**config.mk**
```make
export PLATFORM = sky130hd
export DESIGN_NAME = plant_model_euler_step_top
export DESIGN_NICKNAME = d
export VERILOG_FILES = /design/src/design/pmes_pkg.sv /design/src/design/plant_model_euler_step_top.sv /design/src/design/pmes_mul.sv /design/src/design/pmes_div.sv
export SDC_FILE = /design/constraint.sdc
export NUM_CORES = 2
export LEC_CHECK = 0
export ABC_CLOCK_PERIOD_IN_PS = 11230
export BUFFER_PORTS_ARGS = -buffer_cell sky130_fd_sc_hd__buf_4
export CAP_MARGIN = 25
export CORE_MARGIN = 2
export CORE_UTILIZATION = 46
export DETAILED_ROUTE_END_ITERATION = 10
export SLEW_MARGIN = 20
export SYNTH_ARGS = -nofsm -noshare
export SYNTH_HDL_FRONTEND = slang
export SYNTH_SLANG_ARGS = --single-unit
```
**constraint.sdc**
```tcl
create_clock -name clock -period 11.23 [get_ports clock]
set_input_delay 0.5615 -clock clock [delete_from_list [all_inputs] [get_ports clock]]
set_output_delay 0.5615 -clock clock [all_outputs]
set_load 0.1 [all_outputs]
```
**src/design/pmes_pkg.sv**
```systemverilog
package pmes_pkg;

   localparam int WORD_WIDTH = 32;
   localparam int FRAC_BITS  = 16;
   localparam int MAG_WIDTH  = WORD_WIDTH + FRAC_BITS + 1;
   localparam int PROD_WIDTH = 2 * WORD_WIDTH;

   localparam int ORDER_WIDTH = 2;
   localparam int STEP_WIDTH  = FRAC_BITS + 1;
   localparam int UPAR_WIDTH  = WORD_WIDTH - 1;
   localparam int INDEX_WIDTH = 3;

   typedef logic signed [WORD_WIDTH-1:0] word_type;
   typedef logic [WORD_WIDTH-1:0]        umag_type;
   typedef logic [MAG_WIDTH-1:0]         mag_type;

   localparam longint ONE_Q = longint'(1) << FRAC_BITS;

   localparam word_type WORD_MAX = word_type'((longint'(1) << (WORD_WIDTH - 1)) - 1);
   localparam word_type WORD_MIN = word_type'(-(longint'(1) << (WORD_WIDTH - 1)));

   localparam umag_type STOP_SPEED = umag_type'((ONE_Q + 500) / 1000);

   localparam logic [ORDER_WIDTH-1:0] ORDER_RESET = ORDER_WIDTH'(1);
   localparam logic [STEP_WIDTH-1:0]  STEP_RESET  = STEP_WIDTH'((ONE_Q + 50) / 100);
   localparam word_type               GROW_RESET  = word_type'((ONE_Q + 5) / 10);
   localparam logic [UPAR_WIDTH-1:0]  FRIC_RESET  = UPAR_WIDTH'(ONE_Q);
   localparam logic [UPAR_WIDTH-1:0]  STIC_RESET  = UPAR_WIDTH'(ONE_Q);
   localparam word_type               MGAIN_RESET = word_type'(ONE_Q);
   localparam word_type               BEMF_RESET  = '0;
   localparam logic [UPAR_WIDTH-1:0]  MASS_RESET  = UPAR_WIDTH'((ONE_Q + 5) / 10);
   localparam word_type               TEMP_RESET  = word_type'((47 * ONE_Q + 5) / 10);
   localparam word_type               DISP_RESET  = word_type'((33 * ONE_Q + 5) / 10);

   localparam logic [ORDER_WIDTH-1:0] MODE_FIRST  = ORDER_WIDTH'(1);
   localparam logic [ORDER_WIDTH-1:0] MODE_SECOND = ORDER_WIDTH'(2);

   localparam logic [INDEX_WIDTH-1:0] REG_PLANT_ORDER  = INDEX_WIDTH'(0);
   localparam logic [INDEX_WIDTH-1:0] REG_TIME_STEP    = INDEX_WIDTH'(1);
   localparam logic [INDEX_WIDTH-1:0] REG_GROWTH_COEF  = INDEX_WIDTH'(2);
   localparam logic [INDEX_WIDTH-1:0] REG_FRICTION     = INDEX_WIDTH'(3);
   localparam logic [INDEX_WIDTH-1:0] REG_STICTION     = INDEX_WIDTH'(4);
   localparam logic [INDEX_WIDTH-1:0] REG_MOTOR_GAIN   = INDEX_WIDTH'(5);
   localparam logic [INDEX_WIDTH-1:0] REG_BACKEMF_GAIN = INDEX_WIDTH'(6);
   localparam logic [INDEX_WIDTH-1:0] REG_MASS         = INDEX_WIDTH'(7);

   function automatic umag_type abs_word(input word_type a);
      umag_type r;
      r = a[WORD_WIDTH-1] ? umag_type'(-a) : umag_type'(a);
      return r;
   endfunction

   function automatic word_type sat_add(input word_type a, input word_type b);
      logic signed [WORD_WIDTH:0] s;
      s = {a[WORD_WIDTH-1], a} + {b[WORD_WIDTH-1], b};
      if (s[WORD_WIDTH] != s[WORD_WIDTH-1]) begin
         return s[WORD_WIDTH] ? WORD_MIN : WORD_MAX;
      end
      return s[WORD_WIDTH-1:0];
   endfunction

   function automatic word_type sat_neg(input word_type a);
      word_type r;
      r = (a == WORD_MIN) ? WORD_MAX : -a;
      return r;
   endfunction

   function automatic word_type sat_mag(input logic neg, input mag_type m);
      word_type r;
      if (!neg) begin
         r = (m > mag_type'(WORD_MAX)) ? WORD_MAX : word_type'(m[WORD_WIDTH-1:0]);
      end else if (m > mag_type'(umag_type'(WORD_MIN))) begin
         r = WORD_MIN;
      end else begin
         r = word_type'(-m[WORD_WIDTH-1:0]);
      end
      return r;
   endfunction

endpackage

```
**src/design/plant_model_euler_step_top.sv**
```systemverilog
// Channel   Direction  Ports
// req       in         req_valid, req_ready, req_control_effort
// rsp       out        rsp_valid, rsp_ready, rsp_plant_state, rsp_mode_error
// csr       in         csr_valid, csr_ready, csr_index, csr_data
//
// A first-order beat steps through M1_A to M1_F, a second-order beat through SNAP
// to DISP with a 49-step bit-serial divide by mass; an invalid mode goes straight
// to FIN. Request ready returns in the cycle after FIN fills the output register.
// One shared two-stage multiplier serves all products. A finished result waits in
// the output register while the next beat is accepted; a later result stalls until
// that register drains. Reset is synchronous; it restores state and settings only.
module plant_model_euler_step_top
   import pmes_pkg::*;
(
   input  logic                   clock,
   input  logic                   reset,
   input  logic                   req_valid,
   output logic                   req_ready,
   input  word_type               req_control_effort,
   output logic                   rsp_valid,
   input  logic                   rsp_ready,
   output word_type               rsp_plant_state,
   output logic                   rsp_mode_error,
   input  logic                   csr_valid,
   output logic                   csr_ready,
   input  logic [INDEX_WIDTH-1:0] csr_index,
   input  logic [WORD_WIDTH-1:0]  csr_data
);

   localparam logic [4:0] ST_IDLE  = 5'd0;
   localparam logic [4:0] ST_M1_A  = 5'd1;
   localparam logic [4:0] ST_M1_B  = 5'd2;
   localparam logic [4:0] ST_M1_C  = 5'd3;
   localparam logic [4:0] ST_M1_D  = 5'd4;
   localparam logic [4:0] ST_M1_E  = 5'd5;
   localparam logic [4:0] ST_M1_F  = 5'd6;
   localparam logic [4:0] ST_SNAP  = 5'd7;
   localparam logic [4:0] ST_FRIC  = 5'd8;
   localparam logic [4:0] ST_BEMF  = 5'd9;
   localparam logic [4:0] ST_DECEL = 5'd10;
   localparam logic [4:0] ST_DRIVE = 5'd11;
   localparam logic [4:0] ST_MOTOR = 5'd12;
   localparam logic [4:0] ST_MWAIT = 5'd13;
   localparam logic [4:0] ST_FORCE = 5'd14;
   localparam logic [4:0] ST_DIV   = 5'd15;
   localparam logic [4:0] ST_ACC   = 5'd16;
   localparam logic [4:0] ST_AWAIT = 5'd17;
   localparam logic [4:0] ST_SPEED = 5'd18;
   localparam logic [4:0] ST_VEL   = 5'd19;
   localparam logic [4:0] ST_VWAIT = 5'd20;
   localparam logic [4:0] ST_DISP  = 5'd21;
   localparam logic [4:0] ST_FIN   = 5'd22;

   logic [4:0]             state_ff, state_in;
   logic [ORDER_WIDTH-1:0] order_ff, order_in;
   logic [STEP_WIDTH-1:0]  dt_ff, dt_in;
   word_type               grow_ff, grow_in;
   logic [UPAR_WIDTH-1:0]  fric_ff, fric_in;
   logic [UPAR_WIDTH-1:0]  stic_ff, stic_in;
   word_type               mgain_ff, mgain_in;
   word_type               bemf_ff, bemf_in;
   logic [UPAR_WIDTH-1:0]  mass_ff, mass_in;
   word_type               temp_ff, temp_in;
   word_type               disp_ff, disp_in;
   word_type               speed_ff, speed_in;
   word_type               last_ff, last_in;
   word_type               effort_ff, effort_in;
   word_type               tmp_ff, tmp_in;
   word_type               decel_ff, decel_in;
   logic                   err_ff, err_in;
   logic                   rsp_valid_ff, rsp_valid_in;
   word_type               rsp_state_ff, rsp_state_in;
   logic                   rsp_err_ff, rsp_err_in;

   word_type mul_a, mul_b, mul_res;
   logic     div_start, div_done;
   word_type div_num, div_q;
   word_type dt_word, fric_word;
   logic     accept, out_free;

   pmes_mul u_mul (
      .clock  (clock),
      .op_a   (mul_a),
      .op_b   (mul_b),
      .result (mul_res)
   );

   pmes_div u_div (
      .clock  (clock),
      .reset  (reset),
      .start  (div_start),
      .numer  (div_num),
      .denom  (mass_ff),
      .done   (div_done),
      .quot   (div_q)
   );

   assign req_ready = (state_ff == ST_IDLE);
   assign csr_ready = 1'b1;
   assign accept    = req_valid && req_ready;
   assign out_free  = !rsp_valid_ff || rsp_ready;
   assign dt_word   = word_type'({{(WORD_WIDTH-STEP_WIDTH){1'b0}}, dt_ff});
   assign fric_word = word_type'({1'b0, fric_ff});

   always_comb begin
      case (state_ff)
         ST_M1_A: begin
            mul_a = grow_ff;
            mul_b = temp_ff;
         end
         ST_M1_D: begin
            mul_a = tmp_ff;
            mul_b = dt_word;
         end
         ST_FRIC: begin
            mul_a = speed_ff;
            mul_b = fric_word;
         end
         ST_BEMF: begin
            mul_a = bemf_ff;
            mul_b = speed_ff;
         end
         ST_MOTOR: begin
            mul_a = mgain_ff;
            mul_b = tmp_ff;
         end
         ST_ACC: begin
            mul_a = tmp_ff;
            mul_b = dt_word;
         end
         ST_VEL: begin
            mul_a = speed_ff;
            mul_b = dt_word;
         end
         default: begin
            mul_a = '0;
            mul_b = '0;
         end
      endcase
   end

   always_comb begin
      state_in     = state_ff;
      order_in     = order_ff;
      dt_in        = dt_ff;
      grow_in      = grow_ff;
      fric_in      = fric_ff;
      stic_in      = stic_ff;
      mgain_in     = mgain_ff;
      bemf_in      = bemf_ff;
      mass_in      = mass_ff;
      temp_in      = temp_ff;
      disp_in      = disp_ff;
      speed_in     = speed_ff;
      last_in      = last_ff;
      effort_in    = effort_ff;
      tmp_in       = tmp_ff;
      decel_in     = decel_ff;
      err_in       = err_ff;
      rsp_valid_in = rsp_valid_ff;
      rsp_state_in = rsp_state_ff;
      rsp_err_in   = rsp_err_ff;
      div_start    = 1'b0;
      div_num      = sat_add(mul_res, decel_ff);

      if (rsp_valid_ff && rsp_ready) begin
         rsp_valid_in = 1'b0;
      end

      if (csr_valid) begin
         case (csr_index)
            REG_PLANT_ORDER:  order_in = csr_data[ORDER_WIDTH-1:0];
            REG_TIME_STEP:    dt_in    = csr_data[STEP_WIDTH-1:0];
            REG_GROWTH_COEF:  grow_in  = word_type'(csr_data);
            REG_FRICTION:     fric_in  = csr_data[UPAR_WIDTH-1:0];
            REG_STICTION:     stic_in  = csr_data[UPAR_WIDTH-1:0];
            REG_MOTOR_GAIN:   mgain_in = word_type'(csr_data);
            REG_BACKEMF_GAIN: bemf_in  = word_type'(csr_data);
            REG_MASS:         mass_in  = csr_data[UPAR_WIDTH-1:0];
            default: ;
         endcase
      end

      case (state_ff)
         ST_IDLE: begin
            if (accept) begin
               effort_in = req_control_effort;
               err_in    = 1'b0;
               if (order_ff == MODE_FIRST) begin
                  state_in = ST_M1_A;
               end else if (order_ff == MODE_SECOND) begin
                  state_in = ST_SNAP;
               end else begin
                  err_in   = 1'b1;
                  state_in = ST_FIN;
               end
            end
         end
         ST_M1_A: state_in = ST_M1_B;
         ST_M1_B: state_in = ST_M1_C;
         ST_M1_C: begin
            tmp_in   = sat_add(mul_res, effort_ff);
            state_in = ST_M1_D;
         end
         ST_M1_D: state_in = ST_M1_E;
         ST_M1_E: state_in = ST_M1_F;
         ST_M1_F: begin
            temp_in  = sat_add(temp_ff, mul_res);
            last_in  = temp_in;
            state_in = ST_FIN;
         end
         ST_SNAP: begin
            if (abs_word(speed_ff) < STOP_SPEED) begin
               speed_in = '0;
               if (abs_word(effort_ff) < umag_type'(stic_ff)) begin
                  effort_in = '0;
               end
            end
            state_in = ST_FRIC;
         end
         ST_FRIC: state_in = ST_BEMF;
         ST_BEMF: state_in = ST_DECEL;
         ST_DECEL: begin
            decel_in = sat_neg(mul_res);
            state_in = ST_DRIVE;
         end
         ST_DRIVE: begin
            tmp_in   = sat_add(effort_ff, sat_neg(mul_res));
            state_in = ST_MOTOR;
         end
         ST_MOTOR: state_in = ST_MWAIT;
         ST_MWAIT: state_in = ST_FORCE;
         ST_FORCE: begin
            div_start = 1'b1;
            state_in  = ST_DIV;
         end
         ST_DIV: begin
            if (div_done) begin
               tmp_in   = div_q;
               state_in = ST_ACC;
            end
         end
         ST_ACC:   state_in = ST_AWAIT;
         ST_AWAIT: state_in = ST_SPEED;
         ST_SPEED: begin
            speed_in = sat_add(speed_ff, mul_res);
            state_in = ST_VEL;
         end
         ST_VEL:   state_in = ST_VWAIT;
         ST_VWAIT: state_in = ST_DISP;
         ST_DISP: begin
            disp_in  = sat_add(disp_ff, mul_res);
            last_in  = disp_in;
            state_in = ST_FIN;
         end
         ST_FIN: begin
            if (out_free) begin
               rsp_valid_in = 1'b1;
               rsp_state_in = last_ff;
               rsp_err_in   = err_ff;
               state_in     = ST_IDLE;
            end
         end
         default: state_in = ST_IDLE;
      endcase
   end

   always_ff @(posedge clock) begin
      if (reset) begin
         state_ff     <= ST_IDLE;
         order_ff     <= ORDER_RESET;
         dt_ff        <= STEP_RESET;
         grow_ff      <= GROW_RESET;
         fric_ff      <= FRIC_RESET;
         stic_ff      <= STIC_RESET;
         mgain_ff     <= MGAIN_RESET;
         bemf_ff      <= BEMF_RESET;
         mass_ff      <= MASS_RESET;
         temp_ff      <= TEMP_RESET;
         disp_ff      <= DISP_RESET;
         speed_ff     <= '0;
         last_ff      <= '0;
         rsp_valid_ff <= 1'b0;
      end else begin
         state_ff     <= state_in;
         order_ff     <= order_in;
         dt_ff        <= dt_in;
         grow_ff      <= grow_in;
         fric_ff      <= fric_in;
         stic_ff      <= stic_in;
         mgain_ff     <= mgain_in;
         bemf_ff      <= bemf_in;
         mass_ff      <= mass_in;
         temp_ff      <= temp_in;
         disp_ff      <= disp_in;
         speed_ff     <= speed_in;
         last_ff      <= last_in;
         rsp_valid_ff <= rsp_valid_in;
      end
      effort_ff    <= effort_in;
      tmp_ff       <= tmp_in;
      decel_ff     <= decel_in;
      err_ff       <= err_in;
      rsp_state_ff <= rsp_state_in;
      rsp_err_ff   <= rsp_err_in;
   end

   assign rsp_valid       = rsp_valid_ff;
   assign rsp_plant_state = rsp_state_ff;
   assign rsp_mode_error  = rsp_err_ff;

endmodule

```
**src/design/pmes_mul.sv**
```systemverilog
module pmes_mul
   import pmes_pkg::*;
(
   input  logic     clock,
   input  word_type op_a,
   input  word_type op_b,
   output word_type result
);

   logic [PROD_WIDTH-1:0] prod_ff, prod_in;
   logic                  neg_ff, neg_in;
   word_type              res_ff, res_in;
   logic [PROD_WIDTH-1:0] rsum;

   always_comb begin
      prod_in = PROD_WIDTH'(abs_word(op_a)) * PROD_WIDTH'(abs_word(op_b));
      neg_in  = op_a[WORD_WIDTH-1] ^ op_b[WORD_WIDTH-1];
      rsum    = prod_ff + (PROD_WIDTH'(1) << (FRAC_BITS - 1));
      res_in  = sat_mag(neg_ff, MAG_WIDTH'(rsum >> FRAC_BITS));
   end

   always_ff @(posedge clock) begin
      prod_ff <= prod_in;
      neg_ff  <= neg_in;
      res_ff  <= res_in;
   end

   assign result = res_ff;

endmodule

```
**src/design/pmes_div.sv**
```systemverilog
module pmes_div
   import pmes_pkg::*;
(
   input  logic                  clock,
   input  logic                  reset,
   input  logic                  start,
   input  word_type              numer,
   input  logic [UPAR_WIDTH-1:0] denom,
   output logic                  done,
   output word_type              quot
);

   localparam int CNT_WIDTH = $clog2(MAG_WIDTH);
   localparam logic [CNT_WIDTH-1:0] LAST_STEP = CNT_WIDTH'(MAG_WIDTH - 1);

   logic                  busy_ff, busy_in;
   logic                  done_ff, done_in;
   logic [CNT_WIDTH-1:0]  cnt_ff, cnt_in;
   mag_type               dvd_ff, dvd_in;
   logic [UPAR_WIDTH-1:0] rem_ff, rem_in;
   logic [UPAR_WIDTH-1:0] den_ff, den_in;
   logic                  neg_ff, neg_in;
   word_type              quot_ff, quot_in;
   logic [UPAR_WIDTH-1:0] den_fix;
   logic [UPAR_WIDTH:0]   trial;
   logic                  ge;

   always_comb begin
      busy_in = busy_ff;
      done_in = 1'b0;
      cnt_in  = cnt_ff;
      dvd_in  = dvd_ff;
      rem_in  = rem_ff;
      den_in  = den_ff;
      neg_in  = neg_ff;
      quot_in = quot_ff;
      den_fix = (denom == '0) ? UPAR_WIDTH'(1) : denom;
      trial   = {rem_ff, dvd_ff[MAG_WIDTH-1]};
      ge      = trial >= {1'b0, den_ff};
      if (start) begin
         busy_in = 1'b1;
         cnt_in  = '0;
         rem_in  = '0;
         den_in  = den_fix;
         neg_in  = numer[WORD_WIDTH-1];
         dvd_in  = (MAG_WIDTH'(abs_word(numer)) << FRAC_BITS)
                 + MAG_WIDTH'(den_fix >> 1);
      end else if (busy_ff) begin
         rem_in = ge ? UPAR_WIDTH'(trial - {1'b0, den_ff}) : UPAR_WIDTH'(trial);
         dvd_in = {dvd_ff[MAG_WIDTH-2:0], ge};
         cnt_in = cnt_ff + CNT_WIDTH'(1);
         if (cnt_ff == LAST_STEP) begin
            busy_in = 1'b0;
            done_in = 1'b1;
            quot_in = sat_mag(neg_ff, dvd_in);
         end
      end
   end

   always_ff @(posedge clock) begin
      if (reset) begin
         busy_ff <= 1'b0;
         done_ff <= 1'b0;
      end else begin
         busy_ff <= busy_in;
         done_ff <= done_in;
      end
      cnt_ff  <= cnt_in;
      dvd_ff  <= dvd_in;
      rem_ff  <= rem_in;
      den_ff  <= den_in;
      neg_ff  <= neg_in;
      quot_ff <= quot_in;
   end

   assign done = done_ff;
   assign quot = quot_ff;

endmodule

```
==> results.yml <==
critical_path:
  r2r_start: "state_ff[4]"
  criticalPathCategory: "flip-flop to flip-flop"
  crit_arrival_ps: 11460
  reg2reg_slack_ps: 400
  r2r_end: "u_mul.prod_ff[62]"
  crit_slowest_cell: "fa_1"
  worst-r2r-cell-count: 40
  startpoint_type: "flip-flop"
  crit_end: "u_mul.prod_ff[62]"
  startpoint: "state_ff[4]"
  crit_path_end_kind: "flip-flop"
  cp_num_buf_inv: 12
  crit_required_ps: 11860
  cp_top_family: "adder cells"
  cpPeakStageDelay_ps: 560
  crit_path_max_fanout: 6
  path_depth: 40
power:
  power.leakage_nw: 40.2
  power_density_mw_per_mm2: 286
  ir_drop_v: 0.000329
place:
  place.gp.congestion: 1.02
  dp.cells: 12000
  hpwl_um: 258000
  portBuffers: 106
  dpl-instance-area_mm2: 0.0855
timing:
  setup-violations-final: 0
  hold_viol: 0
  timing.final.crit_share: 0.965
  skew_ps: 56.3
  slew_violations: 0
  tns_ps: 0
  min_period_ps: 10830
  slew_headroom: 0.275
  fmax_ghz: 0.0923
  worstMarginPinSlew_ps: 1080
grt:
  gr-usage-met3: 0.0719
  grt_pass1_vias: 70200
  met1_usage: 0.481
  gr-max-usage-layer: "met2"
  antenna_found_initial: 22
  track_usage: 0.365
  grt_start_max_net_pins: 89
  grt_first_pass_wirelength_um: 471000
  grt-ovfl-total: 0
  met2_usage: 0.564
final_layout:
  final_area_mm2: 0.0889
  layout.nets: 11300
  areaGrowthSynthToFinish_pct: 11.8
  final_cell_mix: "1505 x nand2_1, 1191 x inv_1, 903 x fa_1"
  layout_commonest_cell: "nand2_1"
  drive_above_1_share: 0.0922
  fill_cells: 16400
  layout.cells.non_filler: 12200
job:
  cap_violations: 0
floorplanning:
  chipWidth_um: 420
  start_util: 0.463
  coreArea_mm2: 0.172
  io_pins: 108
  chipHeight_um: 420
  placementRows: 152
  dieArea_mm2: 0.176
clock_tree:
  cts_made_buffers: 87
  htree_num_levels: 3
  tritoncts: "yes"
  clockRootBuffer: "clkbuf_16"
  insertion_delay_ps: 720
  clock-sinks: 706
  holdBufCountCts: 0
  path_clk_slew_ps: 70
  clockBufferDepth: 3
route:
  drt_pre_antenna_iters: 6
  first_iter_violations: 7742
  wl_per_cell_um: 26.5
  drc: 0
  vias_per_cell: 5.93
  ant_nets: 0
  wl_um: 322000
  vias: 72100
min_path:
  hold_depth: 2
  hold_path_class: "input pin to flip-flop"
logic_synthesis:
  synth_seq_area_share: 0.208
  synth_edf_count: 243
  async_reset_ff_frac: 0
  avgSynthCellArea_um2: 8.27
  synthesis.nets: 11100
  syn_area_mm2: 0.0795
  netlist_instances: 9615
  ys_seq_elements: 706
  ys_types: 95
  synth_ff_type: "dfxtp_1"
  yosys_warnings: 0
status:
  outcome: "completed"
[layer usage]
metal / vias up / routed length (um) / share of wire
li1: 32300 / - / -
met1: 35700 / 131000 / 0.41
met2: 3414 / 142000 / 0.44
met3: 748 / 28400 / 0.088
met4: 4 / 20900 / 0.065
met5: - / 29 / 0.000090
[cell families (layout without fill, tap and decap cells)]
group,count (synthesis),count (layout),synth area share
other,1,11,0.0000472
adder cells (fa/ha/maj),1448,1448,0.313
flip-flops,706,706,0.208
multiplexers,39,39,0.00515
XOR/XNOR,468,468,0.0515
AO/OA/AOI/OAI,1876,1876,0.151
buffers and inverters,1691,1912,0.0804
AND/OR/NAND/NOR,3386,3386,0.190
[layout make-up]
cell class,count,area (um2),area share
tap,2310,2890,0.0325
timing repair buffer,555,4560,0.0512
clock inverter,53,666,0.00749
antenna,10,25.0,0.000281
multi-input combinational,7218,57400,0.645
clock buffer,109,2360,0.0266
inverter,1195,4490,0.0505
sequential,706,16600,0.186
[registers in the layout, summed over array words and instances, names as in the netlist, 32 cells and up]
name	flops
tmp_ff	32
mgain_ff	32
disp_ff	32
temp_ff	32
decel_ff	32
speed_ff	32
rsp_plant_state	32
u_mul.result	32
last_ff	32
u_div.quot	32
u_div.dvd_ff	49
bemf_ff	32
effort_ff	32
grow_ff	32
u_mul.prod_ff	49
[worst min-delay path by stage]
stage / start / slack [ps] / end
2_1_floorplan: err_ff / 400 / rsp_mode_error
3_3_place_gp: last_ff[1] / 420 / rsp_plant_state[1]
3_5_place_dp: last_ff[1] / 420 / rsp_plant_state[1]
4_1_cts: req_control_effort[6] / 70 / effort_ff[6]
5_1_grt: req_control_effort[6] / 110 / effort_ff[6]
6_report: req_control_effort[6] / 120 / effort_ff[6]
[per-stage QoR]
step                      power [mW]  hold WS (ps)  utilization  setup slack [ps]
after floorplan                 14.8           400            -               319
after global placement          21.7           418        0.498              -106
after detailed placement        21.8           422        0.498              -192
after CTS                       25.0          73.4        0.516               122
after global routing            27.1           114        0.518             -15.8
final                           25.4           119        0.518               398
[where the power goes]
part           internal [mW]  switching [mW]  leakage (nW)  total (mW)
Combinational           6.68            12.0          32.8        18.7
Clock                   1.73            1.29          1.44        3.02
Sequential              3.14           0.559          5.97        3.69
[synth_stat cells, drive strengths merged (17+ instances only)]
cell	n	area [um2]
nand2	1505	5650
inv	1194	4480
fa	903	18100
nor2	855	3210
a21oi	630	3150
ha	544	6810
clkbuf	463	1740
dfxtp	463	9270
o21ai	324	1640
xnor2	287	2510
edfxtp	243	7300
a21o	185	1390
xor2	181	1590
nand3	171	856
nor3	150	751
and2	110	688
a22oi	94	706
nor2b	86	538
a31oi	82	513
and3	79	494
nand4	78	488
nand2b	72	450
a211oi	68	510
nor4	61	382
o21a	61	458
or3	60	390
o21bai	39	293
or2	37	231
o31ai	36	270
o211ai	34	255
buf	33	165
or4	33	259
a221oi	31	272
a221o	29	290
o22ai	28	175
o311ai	26	228
mux2i	24	240
a21boi	21	158
a22o	21	184
nand3b	21	158
and4	20	175
a2111oi	17	149
o41ai	17	149
[timing repair]
item                                    in CTS  in global routing
resized for setup                            8                 50
gates cloned                                 0                  1
setup buffers                                0                  4
pin swaps                                    0                  5
endpoints found under the setup margin      11                 23
No activity file was read; power rests on OpenSTA's default activity.
